## src/hdl/nhw_pkg.sv

```systemverilog
// nhw_pkg: shared types and constants for the network hang watchdog
// item structs, status and mode codes, register indexes and reset values
// no dependencies
`timescale 1ns / 1ps
`default_nettype none

package nhw_pkg;

    // register indexes on the configuration port
    localparam int unsigned CFG_ADDR_W = 1;
    localparam int unsigned CFG_DATA_W = 32;
    localparam logic [CFG_ADDR_W-1:0] CFG_CHECK_INTERVAL  = 1'd0;
    localparam logic [CFG_ADDR_W-1:0] CFG_RESTART_TIMEOUT = 1'd1;

    localparam logic [31:0] CHECK_INTERVAL_RST  = 32'd120000;
    localparam logic [31:0] RESTART_TIMEOUT_RST = 32'd1200000;

    localparam logic [15:0] CNT_MAX = 16'hffff;

    typedef enum logic [1:0] {
        MODE_POLL    = 2'd0,
        MODE_ENABLE  = 2'd1,
        MODE_DISABLE = 2'd2
    } nhw_mode_t;

    typedef enum logic [1:0] {
        REQ_SENT  = 2'd0,
        REQ_NOMEM = 2'd1
    } nhw_req_t;

    typedef enum logic [2:0] {
        ST_OK      = 3'd0,
        ST_NOMEM   = 3'd1,
        ST_PENDING = 3'd2,
        ST_STALLED = 3'd3,
        ST_CLOSED  = 3'd4,
        ST_TIMEOUT = 3'd5,
        ST_REQFAIL = 3'd6
    } nhw_status_t;

    typedef struct packed {
        logic [1:0]  mode;
        logic [31:0] now_ms;
        logic        ip_present;
        logic [31:0] rx_block_count;
        logic        gw_arp_found;
        logic        gw_arp_stable;
        logic        buffer_available;
        logic [1:0]  arp_request_result;
    } nhw_in_t;

    typedef struct packed {
        logic [2:0]  returned_status;
        logic [2:0]  recorded_status;
        logic        network_ok;
        logic        check_done;
        logic        restart_flag;
        logic        link_up;
        logic        rx_stalled;
        logic [15:0] buffer_fail_count;
    } nhw_out_t;

    typedef struct packed {
        logic        monitor_enabled;
        logic        link_is_up;
        logic        restart_pending;
        logic [31:0] last_check_time;
        logic [31:0] gateway_ok_time;
        logic [31:0] receive_ok_time;
        logic [31:0] last_rx_count;
        logic [15:0] stall_checks;
        logic [15:0] nomem_checks;
        nhw_status_t status_code;
    } nhw_state_t;

    localparam nhw_state_t STATE_RST = '{
        monitor_enabled: 1'b0,
        link_is_up:      1'b0,
        restart_pending: 1'b0,
        last_check_time: 32'd0,
        gateway_ok_time: 32'd0,
        receive_ok_time: 32'd0,
        last_rx_count:   32'd0,
        stall_checks:    16'd0,
        nomem_checks:    16'd0,
        status_code:     ST_OK
    };

endpackage

`default_nettype wire

```

## src/hdl/nhw_eval.sv

```systemverilog
// nhw_eval: health check logic for one event item
// next watchdog state and result item from current state and registers
// depends on nhw_pkg
`timescale 1ns / 1ps
`default_nettype none

module nhw_eval (
    input  wire nhw_pkg::nhw_state_t state_cur,
    input  wire nhw_pkg::nhw_in_t    item,
    input  wire logic [31:0]    check_interval_ms,
    input  wire logic [31:0]    restart_timeout_ms,
    output nhw_pkg::nhw_state_t state_nxt,
    output nhw_pkg::nhw_out_t   result
);
    import nhw_pkg::*;

    logic [31:0] since_check;
    logic [31:0] back_one_interval;

    assign since_check       = item.now_ms - state_cur.last_check_time;
    assign back_one_interval = item.now_ms - check_interval_ms;

    always_comb begin
        nhw_state_t  st;
        logic        done;
        logic        want;
        logic        timed_out;
        logic [31:0] gw_gap;
        logic [31:0] rx_gap;
        nhw_status_t ret;

        st        = state_cur;
        done      = 1'b0;
        want      = 1'b0;
        timed_out = 1'b0;
        gw_gap    = '0;
        rx_gap    = '0;
        ret       = ST_OK;

        case (item.mode)
            MODE_ENABLE, MODE_DISABLE: begin
                want = (item.mode == MODE_ENABLE);
                if (state_cur.monitor_enabled != want) begin
                    st.monitor_enabled = want;
                    st.last_check_time = back_one_interval;
                    st.link_is_up      = 1'b0;
                    st.gateway_ok_time = item.now_ms;
                    st.restart_pending = 1'b0;
                    st.last_rx_count   = item.rx_block_count;
                    st.stall_checks    = '0;
                    st.receive_ok_time = item.now_ms;
                end
            end
            MODE_POLL: begin
                if (state_cur.monitor_enabled && since_check >= check_interval_ms) begin
                    done               = 1'b1;
                    st.last_check_time = item.now_ms;
                    st.status_code     = ST_OK;
                    if (state_cur.link_is_up) begin
                        if (item.ip_present) begin
                            if (item.rx_block_count == state_cur.last_rx_count) begin
                                if (state_cur.stall_checks != CNT_MAX) begin
                                    st.stall_checks = state_cur.stall_checks + 16'd1;
                                end
                            end else begin
                                st.last_rx_count   = item.rx_block_count;
                                st.stall_checks    = '0;
                                st.receive_ok_time = item.now_ms;
                            end
                            if (item.gw_arp_found) begin
                                if (item.gw_arp_stable) begin
                                    st.gateway_ok_time = item.now_ms;
                                end
                                if (!item.buffer_available) begin
                                    st.status_code = ST_NOMEM;
                                end
                            end else if (item.arp_request_result == REQ_SENT) begin
                                st.status_code = ST_PENDING;
                            end else if (item.arp_request_result == REQ_NOMEM) begin
                                st.status_code = ST_NOMEM;
                            end else begin
                                st.status_code = ST_REQFAIL;
                            end
                            if (st.status_code == ST_NOMEM &&
                                state_cur.nomem_checks != CNT_MAX) begin
                                st.nomem_checks = state_cur.nomem_checks + 16'd1;
                            end
                            if (st.status_code == ST_OK && st.stall_checks != '0) begin
                                st.status_code = ST_STALLED;
                            end
                        end else begin
                            st.link_is_up  = 1'b0;
                            st.status_code = ST_CLOSED;
                        end
                    end else if (item.ip_present) begin
                        // link comes up: restart the progress clocks
                        st.link_is_up      = 1'b1;
                        st.gateway_ok_time = item.now_ms;
                        st.restart_pending = 1'b0;
                        st.last_check_time = back_one_interval;
                        st.last_rx_count   = '0;
                        st.stall_checks    = '0;
                        st.receive_ok_time = item.now_ms;
                    end

                    gw_gap    = item.now_ms - st.gateway_ok_time;
                    rx_gap    = item.now_ms - st.receive_ok_time;
                    timed_out = (gw_gap > restart_timeout_ms) ||
                                (rx_gap > restart_timeout_ms);
                    if (timed_out) begin
                        st.restart_pending = 1'b1;
                        if (st.status_code == ST_OK) begin
                            st.status_code = ST_TIMEOUT;
                        end
                        ret = st.status_code;
                    end
                end
            end
            default: begin
            end
        endcase

        state_nxt                = st;
        result.returned_status   = ret;
        result.recorded_status   = st.status_code;
        result.network_ok        = (ret == ST_OK);
        result.check_done        = done;
        result.restart_flag      = st.restart_pending;
        result.link_up           = st.link_is_up;
        result.rx_stalled        = (st.stall_checks != '0);
        result.buffer_fail_count = st.nomem_checks;
    end

endmodule

`default_nettype wire

```

## src/hdl/network_hang_watchdog.sv

```systemverilog
// network_hang_watchdog: top level, input register, watchdog state, result register
// depends on nhw_pkg and nhw_eval
//
//   channel   direction  handshake            payload
//   s_        in         s_valid / s_ready    nhw_in_t  event item
//   m_        out        m_valid / m_ready    nhw_out_t result item
//   cfg_      in         cfg_wr_en            cfg_addr, cfg_wdata
//
// one item per cycle while m_ready is high; m_valid follows in_valid_reg
// the check is combinational between the input register and the result register,
// and the watchdog state is updated in the same cycle so the next item sees it
// aresetn (synchronous, active low) clears the state and restores register defaults
// a stalled m_ready holds the result register; the input register still takes one item
`timescale 1ns / 1ps
`default_nettype none

module network_hang_watchdog (
    input  wire logic                          aclk,
    input  wire logic                          aresetn,
    input  wire logic                          s_valid,
    output logic                               s_ready,
    input  wire nhw_pkg::nhw_in_t              s_item,
    output logic                               m_valid,
    input  wire logic                          m_ready,
    output nhw_pkg::nhw_out_t                  m_item,
    input  wire logic                          cfg_wr_en,
    input  wire logic [nhw_pkg::CFG_ADDR_W-1:0] cfg_addr,
    input  wire logic [nhw_pkg::CFG_DATA_W-1:0] cfg_wdata
);
    import nhw_pkg::*;

    logic        in_valid_reg;
    nhw_in_t     in_item_reg;
    logic        out_valid_reg;
    nhw_out_t    out_item_reg;
    nhw_state_t  state_reg;
    nhw_state_t  state_next;
    nhw_out_t    result_next;
    logic [31:0] interval_reg;
    logic [31:0] timeout_reg;
    logic        advance;
    logic        process;

    assign advance = !out_valid_reg || m_ready;
    assign process = in_valid_reg && advance;
    assign s_ready = !in_valid_reg || advance;
    assign m_valid = out_valid_reg;
    assign m_item  = out_item_reg;

    nhw_eval u_eval (
        .state_cur          (state_reg),
        .item               (in_item_reg),
        .check_interval_ms  (interval_reg),
        .restart_timeout_ms (timeout_reg),
        .state_nxt          (state_next),
        .result             (result_next)
    );

    always_ff @(posedge aclk) begin
        if (!aresetn) begin
            interval_reg <= CHECK_INTERVAL_RST;
            timeout_reg  <= RESTART_TIMEOUT_RST;
        end else if (cfg_wr_en) begin
            unique case (cfg_addr)
                CFG_CHECK_INTERVAL:  interval_reg <= cfg_wdata;
                CFG_RESTART_TIMEOUT: timeout_reg  <= cfg_wdata;
                default: begin
                end
            endcase
        end
    end

    always_ff @(posedge aclk) begin
        if (!aresetn) begin
            in_valid_reg  <= 1'b0;
            out_valid_reg <= 1'b0;
            state_reg     <= STATE_RST;
        end else begin
            if (s_ready) begin
                in_valid_reg <= s_valid;
            end
            if (advance) begin
                out_valid_reg <= in_valid_reg;
            end
            if (process) begin
                state_reg <= state_next;
            end
        end
    end

    // payload registers, no reset
    always_ff @(posedge aclk) begin
        if (s_valid && s_ready) begin
            in_item_reg <= s_item;
        end
        if (process) begin
            out_item_reg <= result_next;
        end
    end

    // a nonzero returned status only comes from a check that timed out
    assert property (@(posedge aclk) disable iff (!aresetn)
        m_valid && m_item.returned_status != ST_OK |->
            m_item.restart_flag && m_item.check_done &&
            m_item.returned_status == m_item.recorded_status)
        else $error("returned status without a timed-out check");

    assert property (@(posedge aclk) disable iff (!aresetn)
        m_valid |-> m_item.network_ok == (m_item.returned_status == ST_OK))
        else $error("network_ok disagrees with returned status");

    // a poll while the monitor is off never counts as a check
    assert property (@(posedge aclk) disable iff (!aresetn)
        process && !state_reg.monitor_enabled |=> !m_item.check_done)
        else $error("check done while monitor disabled");

    // state only moves when an item is processed
    assert property (@(posedge aclk) disable iff (!aresetn)
        !process |=> $stable(state_reg))
        else $error("watchdog state changed without an item");

endmodule

`default_nettype wire
```

## config.mk

```make
export PLATFORM = sky130hd
export DESIGN_NAME = network_hang_watchdog
export DESIGN_NICKNAME = d
export VERILOG_FILES = /design/src/hdl/nhw_pkg.sv /design/src/hdl/nhw_eval.sv /design/src/hdl/network_hang_watchdog.sv
export SDC_FILE = /design/constraint.sdc
export NUM_CORES = 1
export LEC_CHECK = 0
export ABC_AREA = 1
export BUFFER_PORTS_ARGS = -buffer_cell sky130_fd_sc_hd__buf_2
export CORE_MARGIN = 5
export CORE_UTILIZATION = 33
export DETAILED_ROUTE_END_ITERATION = 16
export SLEW_MARGIN = 25
export SYNTH_ARGS = -nofsm -noshare
export SYNTH_HDL_FRONTEND = slang
export SYNTH_SLANG_ARGS = --single-unit
```

## constraint.sdc

```tcl
create_clock -name aclk -period 6.8 [get_ports aclk]
set_input_delay 1.02 -clock aclk [delete_from_list [all_inputs] [get_ports aclk]]
set_output_delay 1.02 -clock aclk [all_outputs]
set_load 0.02 [all_outputs]
```

==> impl_metrics.py, run 1 <==
metrics = {
    "outcome": {
        "outcome": "finished, final reports clean",
    },
    "sta": {
        "worst_clock_skew_ns": 0.0249,
        "whs_ns": 0.477,
        "finalSetupViolCount": 0,
        "fin_crit_sh": 0.930,
        "hold_viol": 0,
        "finalSetupTns_ns": 0,
        "rsz0062_at_grt": "no",
        "drv_slew": 0,
        "fin_crit_ns": 6.32,
        "max-slew-margin-rel": 0.364,
        "fmaxAchievable_ghz": 0.158,
        "tightest_slew_ns": 0.951,
    },
    "global_routing": {
        "grt_use_total": 0.209,
        "grt_pass1_wl_mm": 132,
        "antenna_found_initial": 4,
        "grt_pass1_vias": 22300,
        "grt_max_degree": 89,
        "gr-total-overflow": 0,
    },
    "critical_path": {
        "crit_slowest_cell": "edfxtp_1",
        "worstPathRequired_ns": 7.27,
        "cp-start-kind": "flip-flop",
        "rrSetupSlack_ns": 0.48,
        "r2r_start": "in_item_reg[39]$_DFFE_PP_",
        "critPathKind": "flip-flop to flip-flop",
        "cp_cell_sequence": "fa_1, nand3_1, nand2_1, a21oi_1, o21ai_0, a21oi_1, o21ai_0, a21oi_1, o21ai_0, a31oi_1, xnor2_1, ha_1, nand2_1, o21ai_0, nand2_1, a31oi_1, nor2_1, nand3_1, nand2_4, a21boi_4, inv_2, buf_12, a21oi_1, a221oi_1",
        "cp_top_family": "compound AO/OA/AOI/OAI gates",
        "max_stage_delay_ns": 0.76,
        "timing.critical_path.buf_inv": 2,
        "cp-end-kind": "flip-flop",
        "r2r_end": "state_reg[79]$_SDFFE_PN0P_",
        "setup.worst_path.end": "state_reg[79]$_SDFFE_PN0P_",
        "cp_num_cells": 24,
        "cp.arrival_ns": 6.79,
        "critPathLaunch": "in_item_reg[39]$_DFFE_PP_",
        "critPathMaxFanout": 58,
        "r2r_cells": 24,
    },
    "layout": {
        "nets": 3878,
        "final_area_mm2": 0.0276,
        "area_growth_pct": 13.1,
        "largest_reg_flops": 166,
        "fillCellCount": 7690,
        "drive_above_1_share": 0.0789,
    },
    "logic_synthesis": {
        "synth_seq_cells": 331,
        "synth_cell_types": 56,
        "synthCells": 3450,
        "netlist_area_mm2": 0.0244,
        "syn_nets": 3788,
        "ys_warn_count": 0,
        "yosysSeqAreaShare": 0.312,
        "synth_edf_count": 99,
        "synthArstFlopShare": 0,
        "synth_ff_type": "dfxtp_1",
        "avgSynthCellArea_um2": 7.08,
    },
    "clocking": {
        "cts_root_buffer": "clkbuf_16",
        "cts_buffers": 42,
        "htreeDepth": 2,
        "clock_latency_ns": 0.60,
        "clk_pin_slew_ns": 0.06,
        "cts_sinks": 331,
        "cts_tree": "yes",
        "hold_buffers": 0,
        "ctsLongestPathBuffers": 3,
    },
    "floorplanning": {
        "fp.coreArea_mm2": 0.0732,
        "die_w_um": 282,
        "die_area_mm2": 0.0795,
        "start_util": 0.334,
        "num_rows": 99,
        "io_pins": 139,
        "fp.dieH_um": 282,
    },
    "detailed_routing": {
        "drc_errors": 0,
        "dr_total_vias": 24000,
        "routed_wl_mm": 85.8,
        "avgRoutedWirePerCell_um": 18.9,
        "ant_nets": 0,
        "vias_per_cell": 5.30,
        "drtIter0Drc": 2336,
        "firstDrtPassIters": 6,
    },
    "power": {
        "p_leak_nw": 11.9,
        "p_total_mw": 6.71,
        "pwr_density_cell_mw_per_mm2": 243,
        "peakVddDrop_mv": 0.188,
    },
    "run": {
        "drv_cap": 0,
    },
    "placed_design": {
        "io_buffers": 138,
        "place_area_mm2": 0.0262,
        "gp_congestion": 1.01,
        "dp_hpwl_mm": 64.2,
    },
    "worst_hold_path": {
        "holdCritPathClass": "flip-flop to flip-flop",
    },
}
report_power, final:
| part | total (mW) | leakage, nW | switching (mW) | internal (mW) |
|---|---|---|---|---|
| registers | 2.24 | 2.86 | 0.0917 | 2.15 |
| logic | 2.15 | 8.39 | 1.41 | 0.736 |
| clock network | 2.31 | 0.683 | 0.975 | 1.34 |
| total | 6.71 | 11.9 | 2.48 | 4.23 |
through the flow:
stage | util | setup WS (ns) | instances
finish | 0.377 | 0.476 | 4536
global route | 0.377 | 0.0190 | 4533
CTS | 0.377 | 0.329 | 4532
detailed placement | 0.357 | 0.336 | 4454
global placement | 0.357 | 0.329 | 4454
floorplan | - | 1.55 | 3450
kinds of logic (layout without fill, tap and decap cells):
kind of cell,count (synthesis),after routing,share of synthesized area
simple gates,1163,1163,0.195
compound gates,1001,1001,0.231
buf+inv,576,700,0.0904
flops,331,331,0.312
fa+ha+maj,228,228,0.118
xor+xnor,151,151,0.0542
other cells,0,3,0
layer usage:
layer / share of wire / track usage / up-vias
met4: 0.030 / 0.0615 / 2
li1: - / - / 11900
met5: 0.00023 / 0 / -
met3: 0.074 / 0.0287 / 140
met1: 0.45 / 0.298 / 11100
met2: 0.44 / 0.332 / 847
how the worst min path moves through the flow:
stage,from,end,slack (ns),cells after the start
2_1_floorplan,state_reg[148]$_SDFFE_PN0P_,state_reg[148]$_SDFFE_PN0P_,0.44,2
3_3_place_gp,state_reg[63]$_SDFFE_PN0P_,state_reg[63]$_SDFFE_PN0P_,0.47,2
3_5_place_dp,state_reg[63]$_SDFFE_PN0P_,state_reg[63]$_SDFFE_PN0P_,0.47,2
4_1_cts,state_reg[63]$_SDFFE_PN0P_,state_reg[63]$_SDFFE_PN0P_,0.48,2
5_1_grt,state_reg[50]$_SDFFE_PN0P_,state_reg[50]$_SDFFE_PN0P_,0.50,2
6_report,state_reg[63]$_SDFFE_PN0P_,state_reg[63]$_SDFFE_PN0P_,0.48,2
cells in the mapped netlist (17+ instances only):
library cell,instances,area share
xnor2_1,54,0.019
dfxtp_1,232,0.19
a221oi_1,34,0.012
inv_1,433,0.067
o21ai_0,335,0.069
edfxtp_1,99,0.12
xor2_1,97,0.035
a31oi_1,34,0.0087
nand3_1,119,0.024
a32oi_1,17,0.0061
nand2_1,670,0.10
buf_2,27,0.0055
nor3_1,51,0.010
o221ai_1,20,0.0072
a21oi_1,438,0.090
a22oi_1,20,0.0061
o211ai_1,27,0.0083
ha_1,225,0.12
clkbuf_1,101,0.016
nor2_1,268,0.041
area by class of cell:
type | count | area (um2) | area share
diodes | 3 | 7.51 | 0.000272
clock buffers | 52 | 1120 | 0.0405
clock inverters | 26 | 304 | 0.0110
inverters | 439 | 1650 | 0.0598
multi-input cells | 2543 | 14600 | 0.530
flip-flops and latches | 331 | 7620 | 0.276
well taps | 959 | 1200 | 0.0435
repair buffers | 183 | 1070 | 0.0388
what timing repair did:
item                                    in CTS  in global routing
endpoints found under the setup margin       0                 73
hold endpoints to repair                     0                  0
gates resized for setup                      0                  4
buffers inserted                             0                  1
cells in the final DEF, fill, tap and decap left out, types with 4 or more instances in the layout:
master      Yosys  final
clkinv_2        0      8
a21o_1         14     14
a211oi_1       11     11
a21oi_1       438    438
o21ai_1        13     13
nor2_4          2      4
clkinv_1        4      9
a221oi_1       34     34
or2_2           7      7
dfxtp_1       232    231
o21bai_1        7      7
clkbuf_16       0     42
a32oi_1        17     17
nand3b_1        8      8
o211ai_1       27     27
buf_2          27    137
o21a_1         12     12
xor2_1         97     97
bufinv_16       0      4
nand4_1        15     15
buf_4           3     42
ha_1          225    225
nor4_1          8      8
o221ai_1       20     20
edfxtp_1       99     99
clkbuf_1      101      7
nand2_1       670    669
nor2_1        268    266
inv_1         433    431
o21ai_0       335    335
a31oi_1        34     34
nand3_1       119    118
xnor2_1        54     54
a21boi_0        5      4
clkinvlp_4      0      4
a22oi_1        20     20
nor2_2          4      4
nor3_1         51     51
tightest hold or removal path, delay by kind of cell, from the launching register on:
kind | cells | cell delay (ns)
flip-flops | 1 | 0.31
AO/OA/AOI/OAI | 1 | 0.05
AND/OR/NAND/NOR | 1 | 0.06
No activity file was read; power rests on OpenSTA's default activity.
==> inputs of run 2 (changes only) <==
--- a/config.mk
+++ b/config.mk
@@ -9,6 +9,7 @@
 export BUFFER_PORTS_ARGS = -buffer_cell sky130_fd_sc_hd__buf_2
 export CORE_MARGIN = 5
 export CORE_UTILIZATION = 33
+export CTS_CLUSTER_DIAMETER = 200
 export DETAILED_ROUTE_END_ITERATION = 16
 export SLEW_MARGIN = 25
 export SYNTH_ARGS = -nofsm -noshare
==> constraint.sdc (replaced) <==
create_clock -name aclk -period 7.2 [get_ports aclk]
set_input_delay 1.08 -clock aclk [delete_from_list [all_inputs] [get_ports aclk]]
set_output_delay 1.08 -clock aclk [all_outputs]
set_load 0.02 [all_outputs]
==> impl_metrics.py, run 2 (synthesized netlist as in run 1, its figures left out) <==
metrics = {
    "placed_design": {
        "detailedPlace.worstSlack_ns": 0.829,
        "place_area_mm2": 0.0262,
        "dp_hpwl_mm": 62.9,
        "io_buffers": 138,
        "gp_congestion": 0.947,
    },
    "sta": {
        "fmaxAchievable_ghz": 0.155,
        "fin_crit_ns": 6.43,
        "worst_slack_ns": 0.768,
        "max-slew-margin-rel": 0.348,
        "rsz0062_at_grt": "no",
        "drv_slew": 0,
        "finalSetupTns_ns": 0,
        "finalSetupViolCount": 0,
        "fin_crit_sh": 0.893,
        "hold_viol": 0,
        "tightest_slew_ns": 0.974,
        "worst_clock_skew_ns": 0.0441,
    },
    "worst_hold_path": {
        "whs_path_depth": 2,
        "holdCritPathClass": "flip-flop to flip-flop",
    },
    "power": {
        "p_sw_mw": 2.33,
        "peakVddDrop_mv": 0.238,
        "switching_share": 0.364,
        "clock_power_share": 0.354,
        "p_total_mw": 6.41,
        "internal_power_mw": 4.08,
        "pwr_density_cell_mw_per_mm2": 231,
        "p_seq_frac": 0.330,
        "combPwrFrac": 0.316,
        "p_leak_nw": 12.0,
    },
    "floorplanning": {
        "die_w_um": 282,
        "fp.coreArea_mm2": 0.0732,
        "fp.dieH_um": 282,
        "start_util": 0.334,
        "io_pins": 139,
        "num_rows": 99,
        "die_area_mm2": 0.0795,
    },
    "detailed_routing": {
        "vias_per_cell": 5.31,
        "dr_total_vias": 24100,
        "ant_nets": 0,
        "avgRoutedWirePerCell_um": 18.7,
        "drc_errors": 0,
        "routed_wl_mm": 85.0,
        "firstDrtPassIters": 5,
        "drtIter0Drc": 2348,
    },
    "clocking": {
        "cts_tree": "yes",
        "htreeDepth": 2,
        "clock_latency_ns": 0.61,
        "hold_buffers": 0,
        "cts_sinks": 331,
        "clk_pin_slew_ns": 0.06,
        "cts.repair.resized": 0,
        "postCtsSetupBuffers": 0,
        "cts_root_buffer": "clkbuf_16",
        "cts_buffers": 44,
        "ctsLongestPathBuffers": 3,
    },
    "layout": {
        "area_growth_pct": 13.4,
        "largest_reg_flops": 166,
        "fin_util": 0.378,
        "drive_above_1_share": 0.0801,
        "final_area_mm2": 0.0277,
        "mostFrequentLayoutCells": "nand2_1, a21oi_1, inv_1",
        "final_common_cell": "nand2_1",
        "nets": 3883,
    },
    "global_routing": {
        "grt_max_degree": 95,
        "gr-total-overflow": 0,
        "antenna_found_initial": 3,
        "grt_use_total": 0.206,
        "grt_pass1_wl_mm": 130,
        "grt_pass1_vias": 22400,
    },
    "critical_path": {
        "crit_slowest_cell": "edfxtp_1",
        "max_stage_delay_ns": 0.61,
        "timing.critical_path.buf_inv": 2,
        "worstPathRequired_ns": 7.57,
        "cp-end-kind": "flip-flop",
        "critPathMaxFanout": 15,
        "cp-start-kind": "flip-flop",
        "cp_top_family": "simple AND/OR/NAND/NOR gates",
        "critPathKind": "flip-flop to flip-flop",
        "cp.arrival_ns": 6.80,
        "r2r_cells": 30,
        "cp_num_cells": 30,
        "critPathMostFrequentCell": "nand2_1",
    },
    "outcome": {
        "outcome": "finished, final reports clean",
    },
    "run": {
        "drv_cap": 0,
    },
}
==> run 2: cell types whose count changed in the layout (fill, tap and decap cells not counted), sizes merged <==
cell and change:
clkinv -3, buf +3, clkbuf +7
==> run 2: cell type report <==
type | instances | area [um2]
clock buffers | 59 | 1220
multi-input cells | 2543 | 14600
diodes | 3 | 7.51
fillers | 7766 | 45500
inverters | 439 | 1650
clock inverters | 23 | 280
well taps | 959 | 1200
repair buffers | 186 | 1090
flip-flops and latches | 331 | 7620
==> run 2: power groups by stage <==
stage               Clock (mW)  Combinational, mW  Sequential, mW
finish                    2.27               2.02            2.11
global route              2.40               2.26            2.12
CTS                       2.32               1.99            2.11
detailed placement           0               1.98            2.15
global placement             0               1.96            2.15
floorplan                    0               1.38            2.14
==> run 2: through the flow <==
| step | std cells | hold slack (ns) |
|---|---|---|
| 2_1_floorplan | 3450 | 0.440 |
| 3_3_place_gp | 4458 | 0.465 |
| 6_report | 4543 | 0.475 |
| 5_1_grt | 4540 | 0.502 |
| 3_5_place_dp | 4458 | 0.469 |
| 4_1_cts | 4540 | 0.478 |
==> run 2: final timing paths <==
| check | startpoint | slack (ns) | to |
|---|---|---|---|
| hold reg to reg | state_reg[36]$_SDFFE_PN0P_ | 0.48 | state_reg[36]$_SDFFE_PN0P_ |
| setup reg to reg | in_item_reg[45]$_DFFE_PP_ | 0.77 | m_item[16]$_DFFE_PP_ |
| setup / recovery | in_item_reg[45]$_DFFE_PP_ | 0.77 | m_item[16]$_DFFE_PP_ |
| hold / removal | state_reg[36]$_SDFFE_PN0P_ | 0.48 | state_reg[36]$_SDFFE_PN0P_ |
==> run 2: routing by layer <==
layer / share of wire / GRT usage
met5: 0 / 0
met2: 0.45 / 0.329
met3: 0.073 / 0.0312
met4: 0.026 / 0.0580
met1: 0.45 / 0.290
==> run 2: worst reg2reg max path, delay by kind of cell (launching register included) <==
family / cells / cell delay [ns]
flip-flops: 1 / 0.61
AO/OA/AOI/OAI: 2 / 0.65
XOR/XNOR: 1 / 0.20
AND/OR/NAND/NOR: 23 / 3.71
buffers and inverters: 2 / 0.23
adder cells (fa/ha/maj): 2 / 0.80
